File: config.mk
export PLATFORM = sky130hd
export DESIGN_NAME = header_field_extractor
export DESIGN_NICKNAME = d
export VERILOG_FILES = /design/src/hdl/hfe_pkg.sv /design/src/hdl/header_field_extractor.sv /design/src/hdl/hfe_front.sv /design/src/hdl/hfe_queue.sv /design/src/hdl/hfe_back.sv
export SDC_FILE = /design/constraint.sdc
export NUM_CORES = 1
export LEC_CHECK = 0
export BUFFER_PORTS_ARGS = -buffer_cell sky130_fd_sc_hd__buf_2
export CORE_MARGIN = 3
export CORE_UTILIZATION = 45
export CTS_BUF_LIST = sky130_fd_sc_hd__clkbuf_2
export DETAILED_ROUTE_END_ITERATION = 7
export PLACE_DENSITY = 0.63
export REMOVE_ABC_BUFFERS = 1
export SLEW_MARGIN = 20
export SYNTH_ARGS = -nofsm -noshare
export SYNTH_HDL_FRONTEND = slang
export SYNTH_SLANG_ARGS = --single-unit
File: constraint.sdc
create_clock -name clk -period 19.8 [get_ports clk]
set_input_delay 0 -clock clk [delete_from_list [all_inputs] [get_ports clk]]
set_output_delay 0 -clock clk [all_outputs]
set_load 0.02 [all_outputs]
File: src/hdl/hfe_pkg.sv
// Shared types and constants for the header field extractor.
// No dependencies; used by every module in hdl/.
package hfe_pkg;

  localparam int MAX_NAME_BYTES = 16;
  localparam int NAME_LEN_W     = 5;
  localparam int CFG_DATA_W     = 64;
  localparam int CFG_INDEX_W    = 2;
  localparam int MAX_RESULTS    = 5;
  localparam int RES_CNT_W      = $clog2(MAX_RESULTS + 1);
  localparam int QUEUE_DEPTH    = 4;
  localparam int QPTR_W         = $clog2(QUEUE_DEPTH);
  localparam int QCNT_W         = $clog2(QUEUE_DEPTH + 1);

  localparam logic [CFG_INDEX_W-1:0] REG_NAME_LENGTH     = 2'd0;
  localparam logic [CFG_INDEX_W-1:0] REG_NAME_BYTES_LOW  = 2'd1;
  localparam logic [CFG_INDEX_W-1:0] REG_NAME_BYTES_HIGH = 2'd2;

  localparam logic [1:0] KIND_BYTE    = 2'd0;
  localparam logic [1:0] KIND_RESTART = 2'd1;
  localparam logic [1:0] KIND_END     = 2'd2;

  localparam logic [7:0] CH_COLON = 8'h3A;
  localparam logic [7:0] CH_CR    = 8'h0D;
  localparam logic [7:0] CH_LF    = 8'h0A;
  localparam logic [7:0] CH_SPACE = 8'h20;
  localparam logic [7:0] CH_TAB   = 8'h09;

  typedef struct packed {
    logic [7:0] in_byte;
    logic       in_last;
  } in_item_t;

  typedef struct packed {
    logic [1:0] out_kind;
    logic [7:0] out_byte;
  } out_item_t;

  // all requests produced by one input byte
  typedef struct packed {
    logic [RES_CNT_W-1:0]        count;
    out_item_t [MAX_RESULTS-1:0] items;
  } bundle_t;

endpackage

File: src/hdl/header_field_extractor.sv
// Header field extractor, top level: front end, bundle queue and output stage.
// Depends on hfe_pkg, hfe_front, hfe_queue, hfe_back.
//
// Takes one header byte per cycle and returns the value of the configured
// header field as a stream of requests: restart, value bytes, end of input.
// Each input byte is decoded in the cycle it is accepted; its requests (one
// to four; a byte with none pushes nothing) are queued as one bundle in a
// four-entry queue. The output stage sends one request per cycle while
// out_ready allows, and the input only stalls once the queue fills. A byte's
// first request passes through its queue slot, then the output register.
// Configuration writes take effect at once; write only while the block is idle.
module header_field_extractor (
  input  logic                            clk,
  input  logic                            rst,
  input  logic                            in_valid,
  output logic                            in_ready,
  input  hfe_pkg::in_item_t               in_data,
  output logic                            out_valid,
  input  logic                            out_ready,
  output hfe_pkg::out_item_t              out_data,
  input  logic                            cfg_we,
  input  logic [hfe_pkg::CFG_INDEX_W-1:0] cfg_index,
  input  logic [hfe_pkg::CFG_DATA_W-1:0]  cfg_data
);

  logic             q_full;
  logic             push;
  hfe_pkg::bundle_t push_data;
  logic             pop;
  logic             head_valid;
  hfe_pkg::bundle_t head;

  hfe_front u_front (
    .clk       (clk),
    .rst       (rst),
    .in_valid  (in_valid),
    .in_ready  (in_ready),
    .in_data   (in_data),
    .cfg_we    (cfg_we),
    .cfg_index (cfg_index),
    .cfg_data  (cfg_data),
    .q_full    (q_full),
    .push      (push),
    .push_data (push_data)
  );

  hfe_queue u_queue (
    .clk        (clk),
    .rst        (rst),
    .push       (push),
    .push_data  (push_data),
    .pop        (pop),
    .full       (q_full),
    .head_valid (head_valid),
    .head       (head)
  );

  hfe_back u_back (
    .clk        (clk),
    .rst        (rst),
    .head_valid (head_valid),
    .head       (head),
    .pop        (pop),
    .out_valid  (out_valid),
    .out_ready  (out_ready),
    .out_data   (out_data)
  );

  a_no_push_when_full: assert property (@(posedge clk) disable iff (rst)
    push |-> !q_full)
    else $error("bundle pushed into full queue");

  a_pop_needs_head: assert property (@(posedge clk) disable iff (rst)
    pop |-> head_valid)
    else $error("pop from empty queue");

  a_head_count_range: assert property (@(posedge clk) disable iff (rst)
    head_valid |-> (head.count != '0) &&
                   (head.count <= hfe_pkg::RES_CNT_W'(hfe_pkg::MAX_RESULTS)))
    else $error("queued bundle has bad request count");

  a_nonbyte_is_zero: assert property (@(posedge clk) disable iff (rst)
    out_valid && (out_data.out_kind != hfe_pkg::KIND_BYTE) |-> out_data.out_byte == 8'd0)
    else $error("restart or end request carries data");

endmodule

File: src/hdl/hfe_front.sv
// Front end: accepts header bytes, runs line/name matching, builds result bundles.
// Holds the configuration registers. Depends on hfe_pkg.
module hfe_front (
  input  logic                                clk,
  input  logic                                rst,
  input  logic                                in_valid,
  output logic                                in_ready,
  input  hfe_pkg::in_item_t                   in_data,
  input  logic                                cfg_we,
  input  logic [hfe_pkg::CFG_INDEX_W-1:0]     cfg_index,
  input  logic [hfe_pkg::CFG_DATA_W-1:0]      cfg_data,
  input  logic                                q_full,
  output logic                                push,
  output hfe_pkg::bundle_t                    push_data
);

  typedef enum logic [2:0] {
    PH_LINE_START,
    PH_MATCH,
    PH_SKIP_HDR,
    PH_SKIP_FOLD,
    PH_EMIT,
    PH_IGNORE
  } phase_t;

  typedef struct packed {
    phase_t                           phase;
    logic [hfe_pkg::NAME_LEN_W-1:0]   pos;
    logic                             capture;
  } line_state_t;

  typedef struct packed {
    line_state_t                st;
    logic [1:0]                 cnt;
    hfe_pkg::out_item_t [1:0]   item;
  } lb_t;

  logic [hfe_pkg::NAME_LEN_W-1:0]   name_length;
  logic [hfe_pkg::CFG_DATA_W-1:0]   name_bytes_low;
  logic [hfe_pkg::CFG_DATA_W-1:0]   name_bytes_high;
  line_state_t                      line_st;
  logic                             cr_held;

  logic [hfe_pkg::NAME_LEN_W-1:0]   eff_len;
  logic [2*hfe_pkg::CFG_DATA_W-1:0] name_all;
  line_state_t                      line_st_next;
  logic                             cr_held_next;
  lb_t                              cr_res;
  lb_t                              byte_res;
  logic                             do_cr;
  logic                             do_byte;
  logic                             accept;

  function automatic logic [7:0] fold_case(logic [7:0] c);
    logic [7:0] r;
    r = c;
    if (c >= 8'h41 && c <= 8'h5A) r = c + 8'd32;
    return r;
  endfunction

  function automatic lb_t match_byte(line_state_t s, logic [7:0] c,
                                     logic [hfe_pkg::NAME_LEN_W-1:0] len,
                                     logic [2*hfe_pkg::CFG_DATA_W-1:0] name);
    lb_t        r;
    logic [7:0] nb;
    r.st   = s;
    r.cnt  = '0;
    r.item = '0;
    nb     = name[{s.pos[3:0], 3'b000} +: 8];
    if (s.pos < len) begin
      if (fold_case(c) == fold_case(nb)) begin
        r.st.pos   = s.pos + 1'b1;
        r.st.phase = PH_MATCH;
      end else begin
        r.st.phase = PH_IGNORE;
      end
    end else if (c == hfe_pkg::CH_COLON) begin
      r.cnt                = 2'd1;
      r.item[0].out_kind   = hfe_pkg::KIND_RESTART;
      r.st.capture         = 1'b1;
      r.st.phase           = PH_SKIP_HDR;
    end else begin
      r.st.phase = PH_IGNORE;
    end
    return r;
  endfunction

  function automatic lb_t line_byte(line_state_t s, logic [7:0] c,
                                    logic [hfe_pkg::NAME_LEN_W-1:0] len,
                                    logic [2*hfe_pkg::CFG_DATA_W-1:0] name);
    lb_t         r;
    line_state_t t;
    logic        ws;
    r.st   = s;
    r.cnt  = '0;
    r.item = '0;
    t      = s;
    ws     = (c == hfe_pkg::CH_SPACE) || (c == hfe_pkg::CH_TAB);
    if (c == hfe_pkg::CH_LF) begin
      if (s.phase == PH_LINE_START) r.st.capture = 1'b0;
      r.st.phase = PH_LINE_START;
      r.st.pos   = '0;
    end else begin
      unique case (s.phase)
        PH_LINE_START: begin
          if (s.capture && ws) begin
            r.st.phase = PH_SKIP_FOLD;
          end else begin
            t.capture = 1'b0;
            t.pos     = '0;
            r         = match_byte(t, c, len, name);
          end
        end
        PH_MATCH: r = match_byte(s, c, len, name);
        PH_SKIP_HDR: begin
          if (!ws) begin
            r.cnt              = 2'd1;
            r.item[0].out_kind = hfe_pkg::KIND_BYTE;
            r.item[0].out_byte = c;
            r.st.phase         = PH_EMIT;
          end
        end
        PH_SKIP_FOLD: begin
          if (!ws) begin
            r.cnt              = 2'd2;
            r.item[0].out_kind = hfe_pkg::KIND_BYTE;
            r.item[0].out_byte = hfe_pkg::CH_SPACE;
            r.item[1].out_kind = hfe_pkg::KIND_BYTE;
            r.item[1].out_byte = c;
            r.st.phase         = PH_EMIT;
          end
        end
        PH_EMIT: begin
          r.cnt              = 2'd1;
          r.item[0].out_kind = hfe_pkg::KIND_BYTE;
          r.item[0].out_byte = c;
        end
        default: r.st.phase = PH_IGNORE;
      endcase
    end
    return r;
  endfunction

  assign in_ready = !q_full;
  assign accept   = in_valid && in_ready;
  assign push     = accept && (push_data.count != '0);
  assign eff_len  = (name_length > hfe_pkg::NAME_LEN_W'(hfe_pkg::MAX_NAME_BYTES))
                    ? hfe_pkg::NAME_LEN_W'(hfe_pkg::MAX_NAME_BYTES) : name_length;
  assign name_all = {name_bytes_high, name_bytes_low};

  always_comb begin
    logic [hfe_pkg::RES_CNT_W-1:0] n;
    // held CR is replayed as a line byte unless it pairs with LF
    if (in_data.in_byte == hfe_pkg::CH_CR) begin
      do_cr        = cr_held;
      do_byte      = 1'b0;
      cr_held_next = !in_data.in_last;
    end else begin
      do_cr        = cr_held && (in_data.in_byte != hfe_pkg::CH_LF);
      do_byte      = 1'b1;
      cr_held_next = 1'b0;
    end

    if (do_cr) begin
      cr_res = line_byte(line_st, hfe_pkg::CH_CR, eff_len, name_all);
    end else begin
      cr_res.st   = line_st;
      cr_res.cnt  = '0;
      cr_res.item = '0;
    end

    if (do_byte) begin
      byte_res = line_byte(cr_res.st, in_data.in_byte, eff_len, name_all);
    end else begin
      byte_res.st   = cr_res.st;
      byte_res.cnt  = '0;
      byte_res.item = '0;
    end

    line_st_next    = byte_res.st;
    n               = '0;
    push_data.items = '0;
    for (int k = 0; k < 2; k++) begin
      if (2'(k) < cr_res.cnt) begin
        push_data.items[n] = cr_res.item[k];
        n = n + 1'b1;
      end
    end
    for (int k = 0; k < 2; k++) begin
      if (2'(k) < byte_res.cnt) begin
        push_data.items[n] = byte_res.item[k];
        n = n + 1'b1;
      end
    end
    if (in_data.in_last) begin
      push_data.items[n].out_kind = hfe_pkg::KIND_END;
      push_data.items[n].out_byte = '0;
      n = n + 1'b1;
      line_st_next.phase   = PH_LINE_START;
      line_st_next.pos     = '0;
      line_st_next.capture = 1'b0;
      cr_held_next         = 1'b0;
    end
    push_data.count = n;
  end

  always_ff @(posedge clk) begin
    if (rst) begin
      name_length     <= '0;
      name_bytes_low  <= '0;
      name_bytes_high <= '0;
      line_st.phase   <= PH_LINE_START;
      line_st.pos     <= '0;
      line_st.capture <= 1'b0;
      cr_held         <= 1'b0;
    end else begin
      if (cfg_we) begin
        unique case (cfg_index)
          hfe_pkg::REG_NAME_LENGTH:
            name_length <= cfg_data[hfe_pkg::NAME_LEN_W-1:0];
          hfe_pkg::REG_NAME_BYTES_LOW:  name_bytes_low  <= cfg_data;
          hfe_pkg::REG_NAME_BYTES_HIGH: name_bytes_high <= cfg_data;
          default: ;
        endcase
      end
      if (accept) begin
        line_st <= line_st_next;
        cr_held <= cr_held_next;
      end
    end
  end

endmodule

File: src/hdl/hfe_queue.sv
// Small FIFO of result bundles between the front end and the output stage.
// Depends on hfe_pkg.
module hfe_queue (
  input  logic             clk,
  input  logic             rst,
  input  logic             push,
  input  hfe_pkg::bundle_t push_data,
  input  logic             pop,
  output logic             full,
  output logic             head_valid,
  output hfe_pkg::bundle_t head
);

  hfe_pkg::bundle_t                 slots [hfe_pkg::QUEUE_DEPTH];
  logic [hfe_pkg::QPTR_W-1:0]       wr_ptr;
  logic [hfe_pkg::QPTR_W-1:0]       rd_ptr;
  logic [hfe_pkg::QCNT_W-1:0]       count;

  assign full       = (count == hfe_pkg::QCNT_W'(hfe_pkg::QUEUE_DEPTH));
  assign head_valid = (count != '0);
  assign head       = slots[rd_ptr];

  always_ff @(posedge clk) begin
    if (rst) begin
      wr_ptr <= '0;
      rd_ptr <= '0;
      count  <= '0;
    end else begin
      if (push) wr_ptr <= wr_ptr + 1'b1;
      if (pop)  rd_ptr <= rd_ptr + 1'b1;
      if (push && !pop)      count <= count + 1'b1;
      else if (pop && !push) count <= count - 1'b1;
    end
  end

  always_ff @(posedge clk) begin
    if (push) slots[wr_ptr] <= push_data;
  end

endmodule

File: src/hdl/hfe_back.sv
// Output stage: walks the head bundle one request per cycle into the output register.
// Holds while out_valid is set and out_ready is low. Depends on hfe_pkg.
module hfe_back (
  input  logic               clk,
  input  logic               rst,
  input  logic               head_valid,
  input  hfe_pkg::bundle_t   head,
  output logic               pop,
  output logic               out_valid,
  input  logic               out_ready,
  output hfe_pkg::out_item_t out_data
);

  logic [hfe_pkg::RES_CNT_W-1:0] idx;
  logic                          load;
  logic                          at_end;

  assign load   = head_valid && (!out_valid || out_ready);
  assign at_end = ((idx + 1'b1) == head.count);
  assign pop    = load && at_end;

  always_ff @(posedge clk) begin
    if (rst) begin
      out_valid <= 1'b0;
      idx       <= '0;
    end else begin
      if (load) begin
        out_valid <= 1'b1;
        idx       <= at_end ? '0 : idx + 1'b1;
      end else if (out_ready) begin
        out_valid <= 1'b0;
      end
    end
  end

  always_ff @(posedge clk) begin
    if (load) out_data <= head.items[idx];
  end

endmodule

# Word level (Yosys, flattened, before mapping)
# Memories as Yosys holds them, arrays and structs flattened. A register that Yosys moved wholly into a read port is not among the register bits.
# Cells that the tools add are included.
# W data, S select, Z words.
[word_totals] inputBits=80 output_inout_bits=12 word_cells=228 n_memories=1 ramBits=212 ff_bits=164
[memory_table] name="u_queue.slots" depth=4 width=53 read_ports=1 rd_clocked_by_memory_dff=1 write_ports=1 line="hfe_queue.sv:14" text="hfe_pkg::bundle_t slots [hfe_pkg::QUEUE_DEPTH];"
[op_classes] muxes=113 order_cmp=25 n_shift=2 reduce_logical=36 eq_ne=22 addsub=15
[op_table] operator="$shiftx A128 B8 Y8" n=2
[op_table] operator="$bwmux W50" n=5
[op_table] operator="$mux W8" n=29
[op_table] operator="$mux W50" n=4
[op_table] operator="$demux W10 S3" n=5
[op_table] operator="$mux W3" n=22
[op_table] operator="$mux W31" n=2
[op_table] operator="$mux W10" n=6
[op_table] operator="$pmux W10 S5" n=1
[op_table] operator="$mux W22" n=2
[op_table] operator="$pmux W6 S2" n=3
[op_table] operator="$add A8 B6 Y8 const B" n=4
[op_table] operator="$ge A8 B7 Y1 const B" n=4
[op_table] operator="$le A8 B7 Y1 const B" n=4
[op_table] operator="$bmux W10 S3" n=1
[op_table] operator="$mux W28" n=1
[op_table] operator="$mux W5" n=5
[op_table] operator="$eq A8 B4 Y1 const B" n=3
[op_table] operator="$pmux W3 S4" n=2
[op_table] operator="$pmux W10 S2" n=1
[op_table] operator="$mux W9" n=2
[op_table] operator="$eq A4 B8 Y1 const A" n=2
[op_table] operator="$eq A8 B6 Y1 const B" n=2
[op_table] operator="$eq A8 B8 Y1" n=2
[op_table] operator="other kinds (34)" n=99

# Depth between registers and ports, before layout
# Gate-level depths: netlist of the first run.
[depth] ltp_word=38 mapped_depth=31 depth_no_buf=30

# By module
# Synthesis of the first run repeated with hierarchy kept, for this count alone.
[hier_totals] hier_cells=1645 area_unflattened_um2=18122.4
[modules_own_cells] mod="hfe_front" n_inst=1 seq_area_each_um2=2862.7 cells_each=1242 area_each_um2=9008.6
[modules_own_cells] mod="hfe_queue" n_inst=1 seq_area_each_um2=6546.3 cells_each=321 area_each_um2=8141.6
[modules_own_cells] mod="hfe_back" n_inst=1 seq_area_each_um2=380.4 cells_each=82 area_each_um2=972.2

# Least setup slack after synthesis of the first run
# No wires, ideal clock.
[synth_path] kind="flip-flop to flip-flop" startpoint="reg u_front.line_st[1] in the netlist's numbering" endpoint="mem u_queue.slots[0][0] in the netlist's numbering (enable)" required_time_ps=19385 path_buffers=4 synth_period_minus_slack_ps=6836 setup_ps=415 t_arrival_ps=6421 setup_slack_ps=12964 path_stages_with_launch=24 cell_sequence="dfxtp_1 -> buf_6 -> mux4_2 -> mux2_2 -> a211oi_2 -> nand4_2 -> o22ai_2 -> mux2i_1 -> buf_2 -> buf_2 -> inv_1 -> ha_1 -> nand4_1 -> a31oi_1 -> a211o_1 -> nand4_1 -> o21ai_0 -> nand2_1 -> a21oi_1 -> clkbuf_1 -> ha_1 -> nor2_1 -> a311oi_2 -> and2_1"
[synth_between] elab_chain_cells=27 elab_cells_between_ends=40 classes_between="4 x add/sub; 6 x order compare; 5 x eq/ne; 1 x shift; 20 x mux; 4 x reduce/logical"
[synth_lines] element="start: declaration" line="hfe_front.sv:41" text="line_state_t line_st;"
[synth_lines] element="start signal: assignment" line="hfe_front.sv:227" text="line_st <= line_st_next;"
[synth_lines] element="$shiftx A128 B8 Y8" line="hfe_front.sv:69" text="nb = name[{s.pos[3:0], 3'b000} +: 8];"
[synth_lines] element="$ge A8 B7 Y1 / $le A8 B7 Y1 (equally long branches)" line="hfe_front.sv:57" text="if (c >= 8'h41 && c <= 8'h5A) r = c + 8'd32;"
[synth_lines] element="$logic_and A1 B1 Y1" line="hfe_front.sv:57"
[synth_lines] element="$mux W8" line="hfe_front.sv:57"
[synth_lines] element="$mux W8" line="hfe_front.sv:70" text="if (s.pos < len) begin"
[synth_lines] element="$mux W8" line="hfe_front.sv:104" text="unique case (s.phase)"
[synth_lines] element="$mux W8" line="hfe_front.sv:164" text="if (do_cr) begin"
[synth_lines] element="$eq A4 B8 Y1" line="hfe_front.sv:71" text="if (fold_case(c) == fold_case(nb)) begin"
[synth_lines] element="[12 not listed]"
[synth_lines] element="$mux W3 *" line="hfe_front.sv:190" text="if (2'(k) < byte_res.cnt) begin"
[synth_lines] element="$add A3 B1 Y3" line="hfe_front.sv:198" text="n = n + 1'b1;"
[synth_lines] element="$mux W3 *" line="hfe_front.sv:195" text="if (in_data.in_last) begin"
[synth_lines] element="$reduce_bool A3 Y1 *" line="hfe_front.sv:146" text="assign push = accept && (push_data.count != '0);"
[synth_lines] element="$logic_and A1 B1 Y1 *" line="hfe_front.sv:146"
[synth_lines] element="named net push" line="header_field_extractor.sv:27" text="logic push;"
[synth_lines] element="$mux W1 *" line="hfe_queue.sv:37" text="if (push) slots[wr_ptr] <= push_data;"
[synth_lines] element="$mux W1 (not written as such) *" line="hfe_queue.sv:37"
[synth_lines] element="end: declaration" line="hfe_queue.sv:14"
# The timed path passes the listed nets; every way through them passes the cells marked *. The select of a mux whose other input is x is not followed.

# Worst setup path after layout of the first run
[layout_path] startpoint="reg u_front.line_st[2] in the netlist's numbering" endpoint="reg u_queue.count[2] in the netlist's numbering"
[layout_between] elab_chain_cells=28 elab_cells_between_ends=43 classes_between="4 x add/sub; 6 x order compare; 5 x eq/ne; 1 x shift; 19 x mux; 8 x reduce/logical"
[layout_lines] element="$shiftx A128 B8 Y8" line="hfe_front.sv:69"
[layout_lines] element="$ge A8 B7 Y1 / $le A8 B7 Y1 (equally long branches)" line="hfe_front.sv:57"
[layout_lines] element="$logic_and A1 B1 Y1" line="hfe_front.sv:57"
[layout_lines] element="$mux W8" line="hfe_front.sv:57"
[layout_lines] element="$mux W8" line="hfe_front.sv:70"
[layout_lines] element="$mux W8" line="hfe_front.sv:104"
[layout_lines] element="$mux W8" line="hfe_front.sv:164"
[layout_lines] element="$eq A4 B8 Y1" line="hfe_front.sv:71"
[layout_lines] element="[13 not listed]"
[layout_lines] element="$add A3 B1 Y3" line="hfe_front.sv:198"
[layout_lines] element="$mux W3 *" line="hfe_front.sv:195"
[layout_lines] element="$reduce_bool A3 Y1 *" line="hfe_front.sv:146"
[layout_lines] element="$logic_and A1 B1 Y1 *" line="hfe_front.sv:146"
[layout_lines] element="named net push" line="header_field_extractor.sv:27"
[layout_lines] element="$logic_not A1 Y1" line="hfe_queue.sv:32" text="else if (pop && !push) count <= count - 1'b1;"
[layout_lines] element="$logic_and A1 B1 Y1" line="hfe_queue.sv:32"
[layout_lines] element="$reduce_bool A2 Y1 (no source line)"
[layout_lines] element="end signal: assignment" line="hfe_queue.sv:31" text="if (push && !pop) count <= count + 1'b1;"
[layout_lines] element="end signal: assignment" line="hfe_queue.sv:32"
[layout_lines] element="end: declaration" line="hfe_queue.sv:17" text="logic [hfe_pkg::QCNT_W-1:0] count;"
# Marked as above.
# A chain may end at the register's enable or synchronous reset.

==> impl_metrics.env, run 1 <==
export IMPL_status="finished, final reports clean"
export IMPL_whs_ns=0.133
export IMPL_synth_top_area_cell="edfxtp_1"
export IMPL_synth_top_flop_cell="edfxtp_1"
export IMPL_routed_wl_mm=48.6
export IMPL_hpwlAfterDp_mm=30.7
export IMPL_critical_path_max_stage_delay_ns=0.64
export IMPL_path_clk_slew_ns=0.11
export IMPL_p_clk_frac=0.296
export IMPL_vdd_drop_max_uv=44.3
export IMPL_fp_dieW_microns=208
export IMPL_ys_top_cells_by_area="edfxtp_1 36%, dfxtp_1 17%, mux4_2 8.3%, nand2_1 7.6%, mux2i_1 6.0%"
export IMPL_synth_fa_ha_area_frac=0.0148
export IMPL_p_per_area_nw_per_um2=79.9
export IMPL_final_nets=2151
export IMPL_cts_tree="done"
export IMPL_critPathMostFrequentCell="ha_1"
export IMPL_p_sw_frac=0.290
export IMPL_drt_iter0_drc=1150
export IMPL_crit_slowest_cell="nand2_2"
export IMPL_wl_per_cell_microns=18.4
export IMPL_yosys_warnings=0
export IMPL_cts_setup_buffers=0
export IMPL_drive_gt1_frac=0.178
export IMPL_final_antenna_net_count=0
export IMPL_min_period_over_period=0.396
export IMPL_finalSetupTns_ns=0
export IMPL_cts_resized=0
export IMPL_grt_total_usage=0.224
export IMPL_setup_viol=0
export IMPL_synth_seq_cells=374
export IMPL_placed_cell_area_sq_um=19400
export IMPL_worst_skew_pair_late_latency_ns=1.00
export IMPL_worst_slew_pin_slew_ns=1.10
export IMPL_htreeDepth=3
export IMPL_grt_ovfl_total=0
export IMPL_viasPerCell=5.44
export IMPL_io_pin_count=92
export IMPL_grt_pass1_vias=14794
export IMPL_syn_to_final_growth_pct=20.5
export IMPL_fin_area_sq_um=22000
export IMPL_crit_buf_inv=4
export IMPL_total_power_mw=1.76
export IMPL_netlist_instances=1701
export IMPL_coreArea_sq_um=39900
export IMPL_worstHoldPathType="input port to flip-flop"
export IMPL_intPower_mw=1.25
export IMPL_p_seq_frac=0.518
export IMPL_synth_top_area_frac=0.358
export IMPL_cp_max_fo=35
export IMPL_synth_top_family_by_area="multiplexers"
export IMPL_timing_final_ws_setup_ns=11.96
export IMPL_critPathLaunchType="flip-flop"
export IMPL_grt_max_degree=80
export IMPL_cts_buffer_depth=3
export IMPL_drcViolationCount=0
export IMPL_fin_crit_ns=7.84
export IMPL_grt_first_pass_wirelength_mm=78.0
export IMPL_die_h_microns=208
export IMPL_nFillCells=3496
export IMPL_cts_inserted_buffers=95
export IMPL_utilization=0.552
export IMPL_hold_violations=0
export IMPL_maxSlewViolCount=0
export IMPL_syn_mean_instance_area_sq_um=10.7
export IMPL_postSynth_asyncResetShare=0
export IMPL_placed_cells=2303
export IMPL_rows=73
export IMPL_synth_cell_types=80
export IMPL_die_area_sq_um=43100
export IMPL_critPathArrivalTime_ns=8.75
export IMPL_numPortBuffers=91
export IMPL_finalWeightedCongestion=0.931
export IMPL_netlist_top_cells_count="369 x nand2_1, 218 x edfxtp_1, 180 x a21oi_1, 156 x dfxtp_1, 109 x mux2i_1"
export IMPL_cp_required_ns=20.71
export IMPL_yosysMostFrequentCell="nand2_1"
export IMPL_drv_cap=0
export IMPL_antenna_found_initial=2
export IMPL_synth_compound_area_share=0.108
export IMPL_power_leakage_nw=7.98
export IMPL_synth_seq_area_share=0.529
export IMPL_synth_edf_count=218
export IMPL_hold_buffers=175
export IMPL_endpoint_kind="flip-flop"
export IMPL_synth_xor_area_frac=0.0134
export IMPL_path_class="flip-flop to flip-flop"
export IMPL_combPwrFrac=0.186
export IMPL_firstDrtPassIters=5
export IMPL_synth_simple_area_share=0.148
export IMPL_clockRootBuffer="clkbuf_2"
export IMPL_rsz0062_at_grt="false"
export IMPL_synth_area_sq_um=18300
export IMPL_relSlewSlack=0.265
export IMPL_max_freq_mhz=128
export IMPL_critPathTopFamily="compound AO/OA/AOI/OAI gates"
export IMPL_dpl_worst_slack_ns=12.62
export IMPL_clock_skew_ns=0.0665
export IMPL_power_switching_mw=0.510
export IMPL_synthMuxAreaShare=0.153
export IMPL_vias=14360
export IMPL_initial_utilization=0.458
export IMPL_fin_cells=2640
export IMPL_clkSinkCount=374
-- layout make-up --
cell class / instances / area (sq um) / area share
Antenna cell: 2 / 5.00 / 0.000227
Clock buffer: 143 / 716 / 0.0325
Clock inverter: 17 / 130 / 0.00591
Inverter: 44 / 165 / 0.00750
Multi-Input combinational cell: 1251 / 8330 / 0.378
Sequential cell: 374 / 9670 / 0.439
Tap cell: 525 / 657 / 0.0298
Timing Repair Buffer: 284 / 2350 / 0.107
-- state kept, by name (all words and copies together) (netlist names), named ones only --
name,count
u_back.out_valid,1
u_front.name_bytes_high,64
u_back.out_data,10
u_queue.rd_ptr,2
u_queue.wr_ptr,2
u_front.name_length,5
u_back.idx,3
u_front.cr_held,1
u_queue.slots,208
u_front.name_bytes_low,64
u_queue.count,3
u_front.line_st,9
-- worst paths after layout --
kind / start / endpoint / slack (ns) / cells past startpoint
max: u_front.line_st[2] / u_queue.count[2] / 11.96 / 25
min: in_data[5] / u_queue.slots[2][14] / 0.13 / 3
max reg2reg: u_front.line_st[2] / u_queue.count[2] / 11.96 / 25
min reg2reg: u_front.name_bytes_low[62] / u_front.name_bytes_low[62] / 0.47 / 2
-- power groups by stage --
stage / Combinational (mW) / Sequential [mW] / Clock [mW]
after floorplan: 0.185 / 0.955 / 0
after global placement: 0.301 / 0.928 / 0
after detailed placement: 0.307 / 0.931 / 0
after CTS: 0.332 / 0.913 / 0.539
after global routing: 0.362 / 0.919 / 0.582
final: 0.328 / 0.912 / 0.521
-- cells in the final DEF, fill, tap and decap left out, types with 8 or more instances in the layout --
cell type      instances
a22oi_1               12
o22ai_1               11
nor2_1                85
buf_2                 90
nor2b_1               14
o211ai_1              13
inv_1                 42
clkinv_1              10
a21o_1                 8
mux4_2                67
nor3_1                20
xor2_1                15
or3_1                 11
and2_1                11
conb_1                80
buf_4                 18
dlygate4sd3_1        175
a21oi_1              179
a31oi_1               11
a211oi_1              14
xnor2_1               13
nand4_1               10
nand3_1               20
ha_1                  19
and3_1                13
dfxtp_1              154
clkbuf_2             143
edfxtp_1             218
mux2_2                17
mux2i_1              108
nand2_1              369
o21ai_0               19
-- worst register-to-register path, delay by kind of cell (launching register included) --
family                   cells  cell delay [ns]
AO/OA/AOI/OAI               10             2.60
adder cells (fa/ha/maj)      4             1.49
buffers and inverters        4             1.26
AND/OR/NAND/NOR              5             1.25
flip-flops                   1             0.61
multiplexers                 1             0.39
XOR/XNOR                     1             0.16
-- layer usage --
| metal | wire, microns | vias up | global-route usage |
|---|---|---|---|
| li1 | - | 6882 | - |
| met1 | 20200 | 6945 | 0.277 |
| met2 | 24700 | 431 | 0.393 |
| met3 | 2420 | 102 | 0.0411 |
| met4 | 1360 | 0 | 0.0794 |
| met5 | 0 | - | 0 |
-- logic make-up after synthesis --
family	after synthesis
simple gates	609
other cells	1
xor+xnor	28
buf+inv	155
flops	374
compound gates	320
fa+ha+maj	21
mux	193
Power figures use the tool's default switching activity.
==> run 2, diff against run 1 <==
PLACE_DENSITY = 0.65   (was 0.63)
clock period = 6.3 ns   (was 19.8 ns; I/O delays follow)
==> run 2 against run 1 <==
  * Flip-flop and latch count unchanged
  * Routed wire length up 2.3%
  * Worst hold slack lost 0.012 ns
  * Critical path depth rose by 2
  * Die area is the same
  * Final cell count increased by 2.5%
  * Final area rose by 2.6%
  * Combinational power increased to 3.2 times the previous value
  * Register-to-register slack lost 12 ns
  * Non-clock buffer count is 56 higher
==> impl_metrics.env, run 2 (same netlist as run 1, synthesis figures left out) <==
export IMPL_crit_buf_inv=2
export IMPL_reg_top3="u_queue.slots: 208 flops, u_front.name_bytes_high: 64 flops, u_front.name_bytes_low: 64 flops"
export IMPL_routed_wl_mm=49.8
export IMPL_vdd_drop_max_uv=146
export IMPL_finalWeightedCongestion=0.902
export IMPL_whs_ns=0.121
export IMPL_cts_buffer_depth=3
export IMPL_drt_iter0_drc=1195
export IMPL_placed_cell_area_sq_um=19700
export IMPL_max_freq_mhz=170
export IMPL_final_antenna_net_count=0
export IMPL_intPower_mw=3.89
export IMPL_grt_pass1_vias=15132
export IMPL_layout_common_cells="369 x nand2_1, 218 x edfxtp_1, 197 x dlygate4sd3_1"
export IMPL_initial_utilization=0.458
export IMPL_hold_path_depth=4
export IMPL_path_class="flip-flop to flip-flop"
export IMPL_regMostFlops="u_queue.slots"
export IMPL_critPathMostFrequentCell="nand4_1"
export IMPL_fin_area_sq_um=22600
export IMPL_combPwrFrac=0.189
export IMPL_endpoint_kind="flip-flop"
export IMPL_worstHoldPathType="input port to flip-flop"
export IMPL_finalSetupTns_ns=0
export IMPL_critical_path_max_stage_delay_ns=0.52
export IMPL_fp_dieW_microns=208
export IMPL_min_period_over_period=0.935
export IMPL_p_seq_frac=0.521
export IMPL_die_area_sq_um=43100
export IMPL_critPathLaunchType="flip-flop"
export IMPL_setup_viol=0
export IMPL_maxSlewViolCount=0
export IMPL_hold_violations=0
export IMPL_cts_inserted_buffers=94
export IMPL_vias=14821
export IMPL_numPortBuffers=91
export IMPL_cp_required_ns=7.24
export IMPL_fin_crit_ns=5.89
export IMPL_p_sw_frac=0.295
export IMPL_cp_max_fo=13
export IMPL_power_leakage_nw=8.24
export IMPL_worst_skew_pair_late_latency_ns=1.06
export IMPL_rsz0062_at_grt="false"
export IMPL_cts_tree="done"
export IMPL_firstDrtPassIters=5
export IMPL_hpwlAfterDp_mm=31.8
export IMPL_coreArea_sq_um=39900
export IMPL_cts_setup_buffers=0
export IMPL_status="finished, final reports clean"
export IMPL_rr_worst_depth=27
export IMPL_syn_to_final_growth_pct=23.6
export IMPL_critPathArrivalTime_ns=6.83
export IMPL_critPathTopFamily="compound AO/OA/AOI/OAI gates"
export IMPL_clockRootBuffer="clkbuf_2"
export IMPL_htreeDepth=3
export IMPL_crit_slowest_cell="mux4_2"
export IMPL_power_switching_mw=1.63
export IMPL_p_per_area_nw_per_um2=245
export IMPL_path_clk_slew_ns=0.10
export IMPL_crit_cells=27
export IMPL_relSlewSlack=0.301
export IMPL_clock_skew_ns=0.0862
export IMPL_drcViolationCount=0
export IMPL_final_nets=2206
export IMPL_antenna_found_initial=2
export IMPL_wl_per_cell_microns=18.4
export IMPL_total_power_mw=5.53
export IMPL_grt_first_pass_wirelength_mm=80.1
export IMPL_worst_slew_pin_slew_ns=1.05
export IMPL_die_h_microns=208
export IMPL_grt_max_degree=65
export IMPL_drv_cap=0
export IMPL_drive_gt1_frac=0.187
export IMPL_viasPerCell=5.48
export IMPL_grt_total_usage=0.230
export IMPL_largest_reg_flops=208
export IMPL_io_pin_count=92
export IMPL_rows=73
export IMPL_grt_ovfl_total=0
export IMPL_p_clk_frac=0.290
export IMPL_final_common_cell="nand2_1"
export IMPL_clkSinkCount=374
run 2: cell count changes in the layout (fill, tap and decap cells not counted), sizes merged:
cell         before  now
bufinv            2    1
diode             2    5
clkbuf          143  135
inv              45   47
dlygate4sd3     175  197
clkinv           14   29
buf             109  143
run 2: final timing paths:
| path | startpoint | end | slack [ns] |
|---|---|---|---|
| worst min register to register | u_front.name_bytes_low[22] | u_front.name_bytes_low[22] | 0.47 |
| worst min-delay path | in_data[1] | u_queue.slots[2][20] | 0.12 |
| worst max-delay path | u_front.line_st[1] | u_queue.count[2] | 0.41 |
| worst max register to register | u_front.line_st[1] | u_queue.count[2] | 0.41 |
run 2: metal layers:
metal  global-route usage  share of wire  vias to the layer above
met5                    0              0                        -
met4               0.0892          0.029                        0
met3               0.0464          0.057                      116
met2                0.398           0.51                      489
met1                0.284           0.41                     7216
li1                     -              -                     7000
run 2: stage by stage:
| stage | std cells | util | setup slack [ns] |
|---|---|---|---|
| 2_1_floorplan | 1669 | - | -2.98 |
| 3_3_place_gp | 2336 | 0.494 | 0.321 |
| 3_5_place_dp | 2336 | 0.494 | 0.200 |
| 4_1_cts | 2702 | 0.565 | 0.265 |
| 5_1_grt | 2707 | 0.566 | 0.0292 |
| 6_report | 2707 | 0.566 | 0.406 |
run 2: power by group through the flow:
stage / clock [mW] / combinational [mW] / sequential [mW]
after floorplan: 0 / 0.580 / 3.00
after global placement: 0 / 0.953 / 2.93
after detailed placement: 0 / 0.964 / 2.94
after CTS: 1.67 / 1.06 / 2.88
after global routing: 1.81 / 1.15 / 2.90
final: 1.60 / 1.04 / 2.88
run 2: cell type report:
cell class / instances / area, sq um
antenna: 5 / 12.5
clock buffer: 135 / 676
clock inverter: 33 / 173
fill: 3403 / 17300
inverter: 44 / 165
multi-input combinational: 1251 / 8340
sequential: 374 / 9680
tap: 525 / 657
timing repair buffer: 340 / 2900
run 2: tightest hold or removal path: stages:
cell and delay, ns:
dlygate4sd3_1 0.56, buf_2 0.22, nand3_1 0.13, nor2_1 0.10
run 2: timing repair:
item,in CTS,in global routing
endpoints found under the hold margin,310,0
hold buffers,198,0
resized for setup,0,4
setup endpoints to repair,0,1
